--- src/hdl/assert_macros.svh ---
// Assertion macros for the checked module of the block, ift_ctrl.
`ifndef ASSERT_MACROS_SVH
`define ASSERT_MACROS_SVH

// Property that holds at every clock edge out of reset.
`define ASSERT_ALWAYS(label, prop, msg) \
	label: assert property (@(posedge clk) disable iff (!arst_n) (prop)) else $error(msg);

// Consequent holds in the same cycle as the antecedent.
`define ASSERT_IMPLIES(label, ante, cons, msg) \
	label: assert property (@(posedge clk) disable iff (!arst_n) (ante) |-> (cons)) \
		else $error(msg);

// Consequent holds in the cycle after the antecedent.
`define ASSERT_NEXT(label, ante, cons, msg) \
	label: assert property (@(posedge clk) disable iff (!arst_n) (ante) |=> (cons)) \
		else $error(msg);

`endif

--- src/hdl/ift_pkg.sv ---
// Types, constants and codes shared by the isometric fit-to-screen block.
package ift_pkg;

	localparam int SCR_W    = 13;
	localparam int COL_W    = 10;
	localparam int HGT_W    = 16;
	localparam int OUT_W    = 16;
	localparam int CFG_IDX_W = 1;

	localparam logic [SCR_W-1:0] SCREEN_WIDTH_RST  = 13'd1920;
	localparam logic [SCR_W-1:0] SCREEN_HEIGHT_RST = 13'd1080;

	localparam logic [CFG_IDX_W-1:0] REG_SCREEN_WIDTH  = 1'b0;
	localparam logic [CFG_IDX_W-1:0] REG_SCREEN_HEIGHT = 1'b1;

	// round(sqrt(3)/2 * 2^32)
	localparam logic [31:0] COS30_Q32 = 32'd3719550787;

	localparam int DIV_DVD_W = SCR_W;
	localparam int DIV_DVS_W = 17;
	localparam int DIV_STEPS = DIV_DVD_W;

	typedef struct packed {
		logic                    operation;
		logic                    first_point;
		logic [COL_W-1:0]        grid_col;
		logic [COL_W-1:0]        grid_row;
		logic signed [HGT_W-1:0] height_value;
	} point_t;

	typedef struct packed {
		logic signed [OUT_W-1:0] out_x;
		logic signed [OUT_W-1:0] out_y;
		logic                    span_flag;
	} result_t;

	typedef enum logic [3:0] {
		ST_IDLE,
		ST_SPAN,
		ST_STARTX,
		ST_DIVX,
		ST_DIVY,
		ST_SHIFT_MUL,
		ST_SHIFT,
		ST_MUL,
		ST_WRITE
	} ctrl_state_t;

	typedef struct packed {
		logic take_point;
		logic span_load;
		logic div_start_x;
		logic cap_tw;
		logic div_start_y;
		logic cap_th;
		logic shift_mul;
		logic shift_load;
		logic place_mul;
		logic out_load;
	} ctrl_cmd_t;

	typedef struct packed {
		logic div_done;
	} dp_status_t;

endpackage

--- src/hdl/ift_div.sv ---
// Restoring unsigned divider, one quotient bit per cycle.
module ift_div (
	input  logic                           clk,
	input  logic                           arst_n,
	input  logic                           start,
	input  logic [ift_pkg::DIV_DVD_W-1:0]  dividend,
	input  logic [ift_pkg::DIV_DVS_W-1:0]  divisor,
	output logic [ift_pkg::DIV_DVD_W-1:0]  quotient,
	output logic                           done
);
	import ift_pkg::*;

	localparam int CNT_W = $clog2(DIV_STEPS + 1);

	logic [DIV_DVS_W-1:0] rem_q;
	logic [DIV_DVD_W-1:0] quo_q;
	logic [DIV_DVS_W-1:0] dvs_q;
	logic [CNT_W-1:0]     cnt_q;
	logic                 busy_q;
	logic                 done_q;
	logic [DIV_DVS_W:0]   trial;
	logic [DIV_DVS_W:0]   diff;
	logic                 fits;

	assign trial = {rem_q, quo_q[DIV_DVD_W-1]};
	assign diff  = trial - {1'b0, dvs_q};
	assign fits  = trial >= {1'b0, dvs_q};

	always_ff @(posedge clk or negedge arst_n) begin
		if (!arst_n) begin
			busy_q <= 1'b0;
			done_q <= 1'b0;
			cnt_q  <= '0;
		end else begin
			done_q <= !start && busy_q && (cnt_q == CNT_W'(1));
			if (start) begin
				busy_q <= 1'b1;
				cnt_q  <= CNT_W'(DIV_STEPS);
			end else if (busy_q) begin
				cnt_q <= cnt_q - CNT_W'(1);
				if (cnt_q == CNT_W'(1))
					busy_q <= 1'b0;
			end
		end
	end

	always_ff @(posedge clk) begin
		if (start) begin
			rem_q <= '0;
			quo_q <= dividend;
			dvs_q <= divisor;
		end else if (busy_q) begin
			rem_q <= fits ? diff[DIV_DVS_W-1:0] : trial[DIV_DVS_W-1:0];
			quo_q <= {quo_q[DIV_DVD_W-2:0], fits};
		end
	end

	assign quotient = quo_q;
	assign done     = done_q;

endmodule

--- src/hdl/ift_dpath.sv ---
// Datapath: projection, bounding box, tile fit, screen mapping and result register.
module ift_dpath (
	input  logic                               clk,
	input  logic                               arst_n,
	input  ift_pkg::point_t                    point,
	input  logic                               cfg_wen,
	input  logic [ift_pkg::CFG_IDX_W-1:0]      cfg_index,
	input  logic [ift_pkg::SCR_W-1:0]          cfg_wdata,
	input  ift_pkg::ctrl_cmd_t                 cmd,
	output ift_pkg::dp_status_t                status,
	output ift_pkg::result_t                   result
);
	import ift_pkg::*;

	function automatic logic signed [OUT_W-1:0] sat16(input logic signed [33:0] v);
		logic signed [OUT_W-1:0] r;
		if (v > 34'sd32767)
			r = 16'sh7fff;
		else if (v < -34'sd32768)
			r = 16'sh8000;
		else
			r = v[OUT_W-1:0];
		return r;
	endfunction

	logic [SCR_W-1:0]         sw_q, sh_q;
	logic signed [10:0]       lx_q, gx_q, px_q;
	logic signed [16:0]       ly_q, gy_q, py_q;
	logic                     op_q, first_q;
	logic [10:0]              spx_q;
	logic [16:0]              spy_q;
	logic                     flag_q;
	logic [SCR_W-1:0]         tw_q, ts_q;
	logic signed [25:0]       prx_q;
	logic signed [31:0]       pry_q;
	logic signed [31:0]       shift_x_q, shift_y_q;
	logic signed [24:0]       mx_q;
	logic signed [30:0]       my_q;
	result_t                  result_q;

	logic signed [10:0]       diff_cr;
	logic [COL_W-1:0]         mag;
	logic [41:0]              cos_prod;
	logic [9:0]               cos_q;
	logic signed [10:0]       px_n;
	logic signed [17:0]       vsum, vadj;
	logic signed [16:0]       py_n;
	logic signed [11:0]       spx_d, sumx;
	logic signed [17:0]       spy_d, sumy;
	logic                     zx, zy;
	logic signed [25:0]       halfx;
	logic signed [31:0]       halfy;
	logic signed [33:0]       scr_x, scr_y;
	logic                     div_start;
	logic [DIV_DVD_W-1:0]     div_dvd, div_quo;
	logic [DIV_DVS_W-1:0]     div_dvs;
	logic                     div_done;

	assign diff_cr  = $signed({1'b0, point.grid_col}) - $signed({1'b0, point.grid_row});
	assign mag      = diff_cr[10] ? COL_W'(-diff_cr) : diff_cr[COL_W-1:0];
	assign cos_prod = mag * COS30_Q32;
	assign cos_q    = cos_prod[41:32];
	assign px_n     = diff_cr[10] ? -$signed({1'b0, cos_q}) : $signed({1'b0, cos_q});
	assign vsum     = $signed({8'b0, point.grid_col}) + $signed({8'b0, point.grid_row})
	                  - (18'(point.height_value) <<< 1);
	assign vadj     = vsum + $signed({17'b0, vsum[17]});
	assign py_n     = 17'(vadj >>> 1);

	assign spx_d = 12'(gx_q) - 12'(lx_q);
	assign spy_d = 18'(gy_q) - 18'(ly_q);
	assign zx    = spx_d[11] || (spx_d == 12'sd0);
	assign zy    = spy_d[17] || (spy_d == 18'sd0);
	assign sumx  = 12'(gx_q) + 12'(lx_q);
	assign sumy  = 18'(gy_q) + 18'(ly_q);

	assign halfx = (prx_q + $signed({25'b0, prx_q[25]})) >>> 1;
	assign halfy = (pry_q + $signed({31'b0, pry_q[31]})) >>> 1;

	assign scr_x = 34'(mx_q) + 34'(shift_x_q);
	assign scr_y = 34'(my_q) + 34'(shift_y_q);

	assign div_start = cmd.div_start_x | cmd.div_start_y;
	assign div_dvd   = cmd.div_start_y ? sh_q : sw_q;
	assign div_dvs   = cmd.div_start_y ? spy_q : {6'b0, spx_q};

	ift_div u_div (
		.clk      (clk),
		.arst_n   (arst_n),
		.start    (div_start),
		.dividend (div_dvd),
		.divisor  (div_dvs),
		.quotient (div_quo),
		.done     (div_done)
	);

	always_ff @(posedge clk or negedge arst_n) begin
		if (!arst_n) begin
			sw_q      <= SCREEN_WIDTH_RST;
			sh_q      <= SCREEN_HEIGHT_RST;
			lx_q      <= '0;
			gx_q      <= '0;
			ly_q      <= '0;
			gy_q      <= '0;
			ts_q      <= '0;
			shift_x_q <= '0;
			shift_y_q <= '0;
			flag_q    <= 1'b0;
		end else begin
			if (cfg_wen) begin
				case (cfg_index)
					REG_SCREEN_WIDTH:  sw_q <= cfg_wdata;
					REG_SCREEN_HEIGHT: sh_q <= cfg_wdata;
					default: ;
				endcase
			end
			if (cmd.out_load && !op_q) begin
				if (first_q) begin
					lx_q <= px_q;
					gx_q <= px_q;
					ly_q <= py_q;
					gy_q <= py_q;
				end else begin
					if (px_q > gx_q) gx_q <= px_q;
					if (px_q < lx_q) lx_q <= px_q;
					if (py_q > gy_q) gy_q <= py_q;
					if (py_q < ly_q) ly_q <= py_q;
				end
			end
			if (cmd.span_load)
				flag_q <= zx | zy;
			if (cmd.cap_th)
				ts_q <= (tw_q <= div_quo) ? tw_q : div_quo;
			if (cmd.shift_load) begin
				shift_x_q <= $signed({20'b0, sw_q[SCR_W-1:1]}) - 32'(halfx);
				shift_y_q <= $signed({20'b0, sh_q[SCR_W-1:1]}) - halfy;
			end
		end
	end

	always_ff @(posedge clk) begin
		if (cmd.take_point) begin
			px_q    <= px_n;
			py_q    <= py_n;
			op_q    <= point.operation;
			first_q <= point.first_point;
		end
		if (cmd.span_load) begin
			spx_q <= zx ? 11'd1 : spx_d[10:0];
			spy_q <= zy ? 17'd1 : spy_d[16:0];
		end
		if (cmd.cap_tw)
			tw_q <= div_quo;
		if (cmd.shift_mul) begin
			prx_q <= sumx * $signed({1'b0, ts_q});
			pry_q <= sumy * $signed({1'b0, ts_q});
		end
		if (cmd.place_mul) begin
			mx_q <= px_q * $signed({1'b0, ts_q});
			my_q <= py_q * $signed({1'b0, ts_q});
		end
		if (cmd.out_load) begin
			if (op_q) begin
				result_q.out_x     <= sat16(scr_x);
				result_q.out_y     <= sat16(scr_y);
				result_q.span_flag <= flag_q;
			end else begin
				result_q.out_x     <= sat16(34'(px_q));
				result_q.out_y     <= sat16(34'(py_q));
				result_q.span_flag <= 1'b0;
			end
		end
	end

	assign status.div_done = div_done;
	assign result          = result_q;

endmodule

--- src/hdl/ift_ctrl.sv ---
// Controller state machine: item handshakes and sequencing of the datapath.
`include "assert_macros.svh"

module ift_ctrl (
	input  logic                 clk,
	input  logic                 arst_n,
	input  logic                 point_valid,
	output logic                 point_ready,
	input  logic                 point_op,
	input  logic                 point_first,
	output logic                 result_valid,
	input  logic                 result_ready,
	output ift_pkg::ctrl_cmd_t   cmd,
	input  ift_pkg::dp_status_t  status
);
	import ift_pkg::*;

	ctrl_state_t state_q, state_d;
	logic        result_valid_q;

	always_ff @(posedge clk or negedge arst_n) begin
		if (!arst_n) begin
			state_q        <= ST_IDLE;
			result_valid_q <= 1'b0;
		end else begin
			state_q        <= state_d;
			result_valid_q <= cmd.out_load | (result_valid_q & ~result_ready);
		end
	end

	always_comb begin
		state_d     = state_q;
		cmd         = '0;
		point_ready = 1'b0;
		case (state_q)
			ST_IDLE: begin
				point_ready = 1'b1;
				if (point_valid) begin
					cmd.take_point = 1'b1;
					if (!point_op)
						state_d = ST_WRITE;
					else if (point_first)
						state_d = ST_SPAN;
					else
						state_d = ST_MUL;
				end
			end
			ST_SPAN: begin
				cmd.span_load = 1'b1;
				state_d       = ST_STARTX;
			end
			ST_STARTX: begin
				cmd.div_start_x = 1'b1;
				state_d         = ST_DIVX;
			end
			ST_DIVX: begin
				if (status.div_done) begin
					cmd.cap_tw      = 1'b1;
					cmd.div_start_y = 1'b1;
					state_d         = ST_DIVY;
				end
			end
			ST_DIVY: begin
				if (status.div_done) begin
					cmd.cap_th = 1'b1;
					state_d    = ST_SHIFT_MUL;
				end
			end
			ST_SHIFT_MUL: begin
				cmd.shift_mul = 1'b1;
				state_d       = ST_SHIFT;
			end
			ST_SHIFT: begin
				cmd.shift_load = 1'b1;
				state_d        = ST_MUL;
			end
			ST_MUL: begin
				cmd.place_mul = 1'b1;
				state_d       = ST_WRITE;
			end
			ST_WRITE: begin
				if (!result_valid_q || result_ready) begin
					cmd.out_load = 1'b1;
					state_d      = ST_IDLE;
				end
			end
			default: state_d = ST_IDLE;
		endcase
	end

	assign result_valid = result_valid_q;

	`ASSERT_IMPLIES(a_no_overwrite, cmd.out_load, !result_valid_q || result_ready, "result overwritten before taken")
	`ASSERT_NEXT(a_busy_after_take, point_valid && point_ready, state_q != ST_IDLE, "idle after taking an item")
	`ASSERT_NEXT(a_result_shown, cmd.out_load, result_valid, "loaded result not presented")

endmodule

--- src/hdl/isometric_fit_to_screen.sv ---
// Top level of the isometric projection and screen fit block.
//
//   channel  direction  handshake                  payload
//   point    in         point_valid / point_ready  ift_pkg::point_t
//   result   out        result_valid / result_ready ift_pkg::result_t
//   cfg      in         cfg_wen (no wait)          cfg_index, cfg_wdata
//
// Measure item: write state. Place item: multiply, then write; the first item
// of a place pass adds two 13-step runs of the shared divider and the shift.
// One item is in work at a time; the next is taken while a result waits.
// Reset sets the screen to 1920 x 1080 and clears box, tile size and offsets.
// A stalled result holds the last step of the following item until taken.
module isometric_fit_to_screen (
	input  logic                           clk,
	input  logic                           arst_n,
	input  logic                           point_valid,
	output logic                           point_ready,
	input  ift_pkg::point_t                point,
	output logic                           result_valid,
	input  logic                           result_ready,
	output ift_pkg::result_t               result,
	input  logic                           cfg_wen,
	input  logic [ift_pkg::CFG_IDX_W-1:0]  cfg_index,
	input  logic [ift_pkg::SCR_W-1:0]      cfg_wdata
);
	import ift_pkg::*;

	ctrl_cmd_t  cmd;
	dp_status_t status;

	ift_ctrl u_ctrl (
		.clk          (clk),
		.arst_n       (arst_n),
		.point_valid  (point_valid),
		.point_ready  (point_ready),
		.point_op     (point.operation),
		.point_first  (point.first_point),
		.result_valid (result_valid),
		.result_ready (result_ready),
		.cmd          (cmd),
		.status       (status)
	);

	ift_dpath u_dpath (
		.clk       (clk),
		.arst_n    (arst_n),
		.point     (point),
		.cfg_wen   (cfg_wen),
		.cfg_index (cfg_index),
		.cfg_wdata (cfg_wdata),
		.cmd       (cmd),
		.status    (status),
		.result    (result)
	);

endmodule

--- config.mk ---
export PLATFORM = sky130hd
export DESIGN_NAME = isometric_fit_to_screen
export DESIGN_NICKNAME = d
export VERILOG_FILES = /design/src/hdl/ift_pkg.sv /design/src/hdl/ift_div.sv /design/src/hdl/ift_dpath.sv /design/src/hdl/ift_ctrl.sv /design/src/hdl/isometric_fit_to_screen.sv
export VERILOG_INCLUDE_DIRS = /design/src /design/src/hdl
export SDC_FILE = /design/constraint.sdc
export NUM_CORES = 2
export LEC_CHECK = 0
export CORE_AREA = 5 5 309 311
export DETAILED_ROUTE_END_ITERATION = 10
export DIE_AREA = 0 0 314 316
export DONT_BUFFER_PORTS = 1
export PLACE_DENSITY = 0.81
export SYNTH_ARGS = -nofsm -noshare
export SYNTH_HDL_FRONTEND = slang
export SYNTH_SLANG_ARGS = --single-unit
--- constraint.sdc ---
create_clock -name clk -period 12.4 [get_ports clk]
set_clock_uncertainty 0.05 [all_clocks]
set_input_delay 1.24 -clock clk [delete_from_list [all_inputs] [get_ports clk]]
set_output_delay 1.24 -clock clk [all_outputs]
set_load 0.02 [all_outputs]
Word level (Yosys, flattened, before mapping)
Cells that the tools add are included.
{ "totals": {"reg_bits": 430, "in_bits": 57, "output_inout_bits": 35, "word_cells": 165} }
{ "classes": {"add_sub_neg": 18, "mul": 5, "order_cmp": 14, "n_eq_ne": 13, "n_mux": 51, "n_bitwise": 6, "reduce_logical": 24} }
{ "ops": {"columns": ["cell", "count"], "rows": [
  ["$mux 16", 8],
  ["$mux 17", 5],
  ["$gt 34x16->1 const B", 2],
  ["$lt 34x16->1 const B", 2],
  ["$mux 11", 5],
  ["$mux 13", 4],
  ["$mul 10x32->42 const B", 1],
  ["$pmux 4 s9", 1],
  ["$add 31x32->33", 1],
  ["$mux 33", 1],
  ["$add 32x2->32", 1],
  ["$mul 18x14->32", 1],
  ["$sub 13x31->32", 1],
  ["$mul 17x14->31", 1],
  ["$mux 4", 7],
  ["$add 25x26->27", 1],
  ["$add 26x2->26", 1],
  ["$mul 12x14->26", 1],
  ["$sub 13x25->26", 1],
  ["$mul 11x14->25", 1],
  ["$mux 10", 2],
  ["$add 17x17->18", 1],
  ["$add 18x2->18", 1],
  ["$ge 18x17->1", 1],
  ["other kinds (40)", 80]
]} }

Longest topological paths before layout
{ "logic_depth": {"word_depth": 6, "ltp_mapped": 39, "ltp_nobuf": 39} }

Modules after synthesis
Synthesis repeated with hierarchy kept, for this count alone.
{ "hier_totals": {"cells_unflattened": 6360, "area_unflattened_um2": 60429.2} }
{ "by_module_without_submodules": {"columns": ["module", "instances", "cells_each", "area_per_inst_um2", "seq_area_each_um2"], "rows": [
  ["ift_dpath", 1, 6024, 56992.2, 10410.0],
  ["ift_div", 1, 288, 3062.9, 1391.3],
  ["ift_ctrl", 1, 48, 374.1, 125.1]
]} }

Worst setup path after synthesis
Ideal clock, no wire load.
{ "synth_timing": {"path_type": "input -> register", "start": "in point[26] (netlist name)", "end": "reg u_dpath.px_q[9] (data pin)", "setup_ps": 262, "arrival_ps": 9189, "t_required_ps": 12088, "path_slack_ps": 2899, "path_stages": 34, "path_buffers": 0, "path_cell_list": "inv_1 ha_1 inv_1 fa_1 a211oi_1 o21ai_0 a21oi_1 xnor2_1 or3_1 o31ai_1 xnor2_1 xnor2_1 ha_1 inv_1 fa_1 inv_1 fa_1 inv_1 fa_1 inv_1 fa_1 ha_1 nand4_1 nor3_1 nand3_1 or3_1 nor4_1 a21oi_1 or3_1 a21boi_0 o21a_1 nor2_1 o31ai_1 xnor2_1"} }
{ "synth_via": {"elab_chain_len": 6} }
{ "synth_lines": {"columns": ["item", "line_no", "source"], "rows": [
  ["from (decl)", "isometric_fit_to_screen.sv:18", "input ift_pkg::point_t point,"],
  ["$sub 10x10->11 (*)", "ift_dpath.sv:59", "assign diff_cr = $signed({1'b0, point.grid_col}) - $signed({1'b0, point.grid_row});"],
  ["$neg 10->10", "ift_dpath.sv:60", "assign mag = diff_cr[10] ? COL_W'(-diff_cr) : diff_cr[COL_W-1:0];"],
  ["$mux 10", "ift_dpath.sv:60", null],
  ["$mul 10x32->42", "ift_dpath.sv:61", "assign cos_prod = mag * COS30_Q32;"],
  ["$neg 10->11", "ift_dpath.sv:63", "assign px_n = diff_cr[10] ? -$signed({1'b0, cos_q}) : $signed({1'b0, cos_q});"],
  ["$mux 10 (*)", "ift_dpath.sv:63", null],
  ["via u_dpath.px_n[9]", "ift_dpath.sv:45", "logic signed [10:0] px_n;"],
  ["to (signal assigned)", "ift_dpath.sv:142", "px_q <= px_n;"],
  ["to (decl)", "ift_dpath.sv:27", "logic signed [10:0] lx_q, gx_q, px_q;"]
]} }
Mark *: on every way through the listed nets, which the timed path passes. The rest lies on a longest branch.
A chain may end at the register's enable or synchronous reset.

Worst setup path in the final report
Same ends and word-level chain as after synthesis.

==> flow_metrics.tcl <==
set metrics [dict create \
    hold_buffers 0 \
    setup_viol 0 \
    min_period_ns 9.96 \
    max_freq_mhz 100 \
    final_nets 7808 \
    max_slew_margin_pct 16.1 \
    end_kind "flip-flop" \
    drive_gt1_share_pct 5.20 \
    worst_setup_path_start_kind "input pin" \
    tns_ns 0 \
    grt_pass1_wl_mm 250 \
    cts_max_level 2 \
    path_class "in2reg" \
    final_cell_area_sq_um 63200 \
    maxCapViolations 0 \
    wl_per_cell_um 20.8 \
    synth_edf_count 248 \
    cts_root_buf "clkbuf_16" \
    netlist_instances 6415 \
    syn_nets 7906 \
    hold_viol 0 \
    portBuffers 0 \
    grt_max_degree 166 \
    yosysUniqueCellTypes 88 \
    vias_per_cell 6.04 \
    yosysWarningCount 0 \
    insertion_delay_ns 0.64 \
    instances_no_fill 7561 \
    gp_congestion 0.971 \
    seq_area_frac_synth_pct 19.8 \
    drc_errors 0 \
    finalCritPeriodShare_pct 80.3 \
    pin_count 92 \
    final_util_pct 68.3 \
    row_count 112 \
    ff2ff_path_depth 34 \
    ctsResizeCount 0 \
    reg2reg_slack_ns 2.89 \
    synth_flop_cell "edfxtp_1" \
    fp.dieW_um 314 \
    crit_slowest_cell "fa_1" \
    grt_setup_unrepaired "no" \
    clockBufferDepth 3 \
    numCtsBuffers 51 \
    drt_wl_total_mm 157 \
    crit_arrival_ns 10.30 \
    core_sq_um 92500 \
    die_y_um 316 \
    outcome "completed" \
    syn_area_sq_um 60200 \
    worstMarginPinSlew_ns 1.26 \
    yosys.area.top_type_share_pct 25.5 \
    antenna_found_initial 7 \
    synth.largest_area_cell "fa_1" \
    start_util_pct 65.1 \
    cts_tree "done" \
    path_clk_slew_ns 0.06 \
    dr.pass1.iters 6 \
    die-area_sq_um 99200 \
    ys_ff_latch 430 \
    numClockSinks 430 \
    cp_common_cell "inv_1" \
    dp_cells 7461 \
    avgSynthCellArea_sq_um 9.38 \
    dp.final_hpwl_mm 123 \
    dpl-instance-area_sq_um 61500 \
    ant_nets 0 \
    num_vias 45700 \
    slew_violations 0 \
    max_stage_delay_ns 0.56 \
    reg2reg_from "u_dpath.ly_q[1]" \
    hp-class "in2async" \
    async_flop_share_pct 38.4 \
    grt_overflow 0 \
    ys_top_cells_by_area "fa_1, ha_1, edfxtp_1" \
    drt-initial-drc-count 3771 \
    postCtsSetupRepairBufs 0 \
    timing.rr.end "u_dpath.pry_q[30]" \
    cp.required_ns 12.75 \
    grt_pass1_vias 46900 \
    grt_use_total_pct 31.7 \
    crit_path_max_fanout 6 \
    areaGrowthSynthToFinish_pct 4.98 \
]
-- worst max-delay path by stage --
stage               startpoint         endpoint  slack (ns)  cells after the start
finish               point[26]  u_dpath.px_q[9]        2.44                     34
global route         point[26]  u_dpath.px_q[9]        1.73                     34
CTS                  point[26]  u_dpath.px_q[9]        2.47                     34
detailed placement   point[26]  u_dpath.px_q[9]        1.80                     34
global placement     point[26]  u_dpath.px_q[9]        1.91                     34
floorplan            point[26]  u_dpath.px_q[9]        2.90                     34
-- critical path: cells and delay by family --
kind / cells / cell delay, ns
fa+ha+maj: 8 / 3.40
simple gates: 8 / 2.42
compound gates: 8 / 1.99
xor+xnor: 4 / 0.82
buf+inv: 6 / 0.41
-- cells by family (layout without fill, tap and decap cells) --
group / Yosys count / in the layout / share of synthesized area [%]
and+or+nand+nor: 1805 / 1805 / 14.9
adders and majority gates: 1436 / 1436 / 39.4
buffers and inverters: 1294 / 1239 / 8.17
AOI/OAI and AO/OA: 949 / 949 / 9.98
DFF: 430 / 430 / 19.8
xor gates and xnor gates: 365 / 365 / 5.31
muxes: 136 / 136 / 2.45
other: 0 / 4 / 0
-- per-layer routing --
metal / up-vias / GRT usage (%) / part of all wire, %
met2: 2005 / 51.1 / 46
met4: 4 / 14.9 / 5.6
met3: 447 / 6.28 / 9.0
li1: 20600 / - / -
met5: - / 0 / 0.017
met1: 22500 / 41.9 / 40
-- layout by cell type (no fill, tap or decap), types with 233 or more instances in the layout --
cell,netlist,routed
nor2_1,249,247
edfxtp_1,248,248
o21ai_0,233,233
inv_1,1060,1060
ha_1,666,666
and2_1,336,336
a21oi_1,255,255
xnor2_1,262,261
fa_1,768,768
nand2_1,648,648
-- cells in the mapped netlist, drive strengths merged (103+ instances only) --
cell,count
inv,1060
fa,768
ha,666
nand2,650
and2,336
a21oi,266
xnor2,262
nor2,249
edfxtp,248
o21ai,241
clkbuf,215
dfrtp,157
a21o,117
xor2,103
-- cell type report --
type	count	area, sq um
inverter	1060	3980
timing repair buffer	83	623
clock inverter	28	353
clock buffer	68	1380
tap	1197	1500
multi-input combinational	4691	43400
sequential	430	11900
fill	7030	29300
antenna	4	10.0
-- registers in the layout, indices dropped and copies added, names as in the netlist, 13 cells and up --
signal and flops:
u_dpath.my_q 31, u_dpath.ly_q 17, u_dpath.shift_y_q 32, u_dpath.gy_q 17, u_dpath.shift_x_q 26, u_dpath.result 33, u_dpath.prx_q 26, u_dpath.spy_q 17
u_dpath.pry_q 32, u_dpath.u_div.dvs_q 17, u_dpath.mx_q 25, u_dpath.tw_q 13, u_dpath.py_q 17, u_dpath.sh_q 13, u_dpath.ts_q 13, u_dpath.u_div.quotient 13
u_dpath.u_div.rem_q 17, u_dpath.sw_q 13
-- through the flow --
stage | setup slack (ns) | hold slack (ns)
floorplan | 2.90 | 0.393
global placement | 1.91 | 0.410
detailed placement | 1.80 | 0.425
CTS | 2.47 | 0.223
global route | 1.73 | 0.229
finish | 2.44 | 0.242
Power is not shown: default switching activity piles up to over one toggle a cycle in this logic, so the estimate is an artifact.
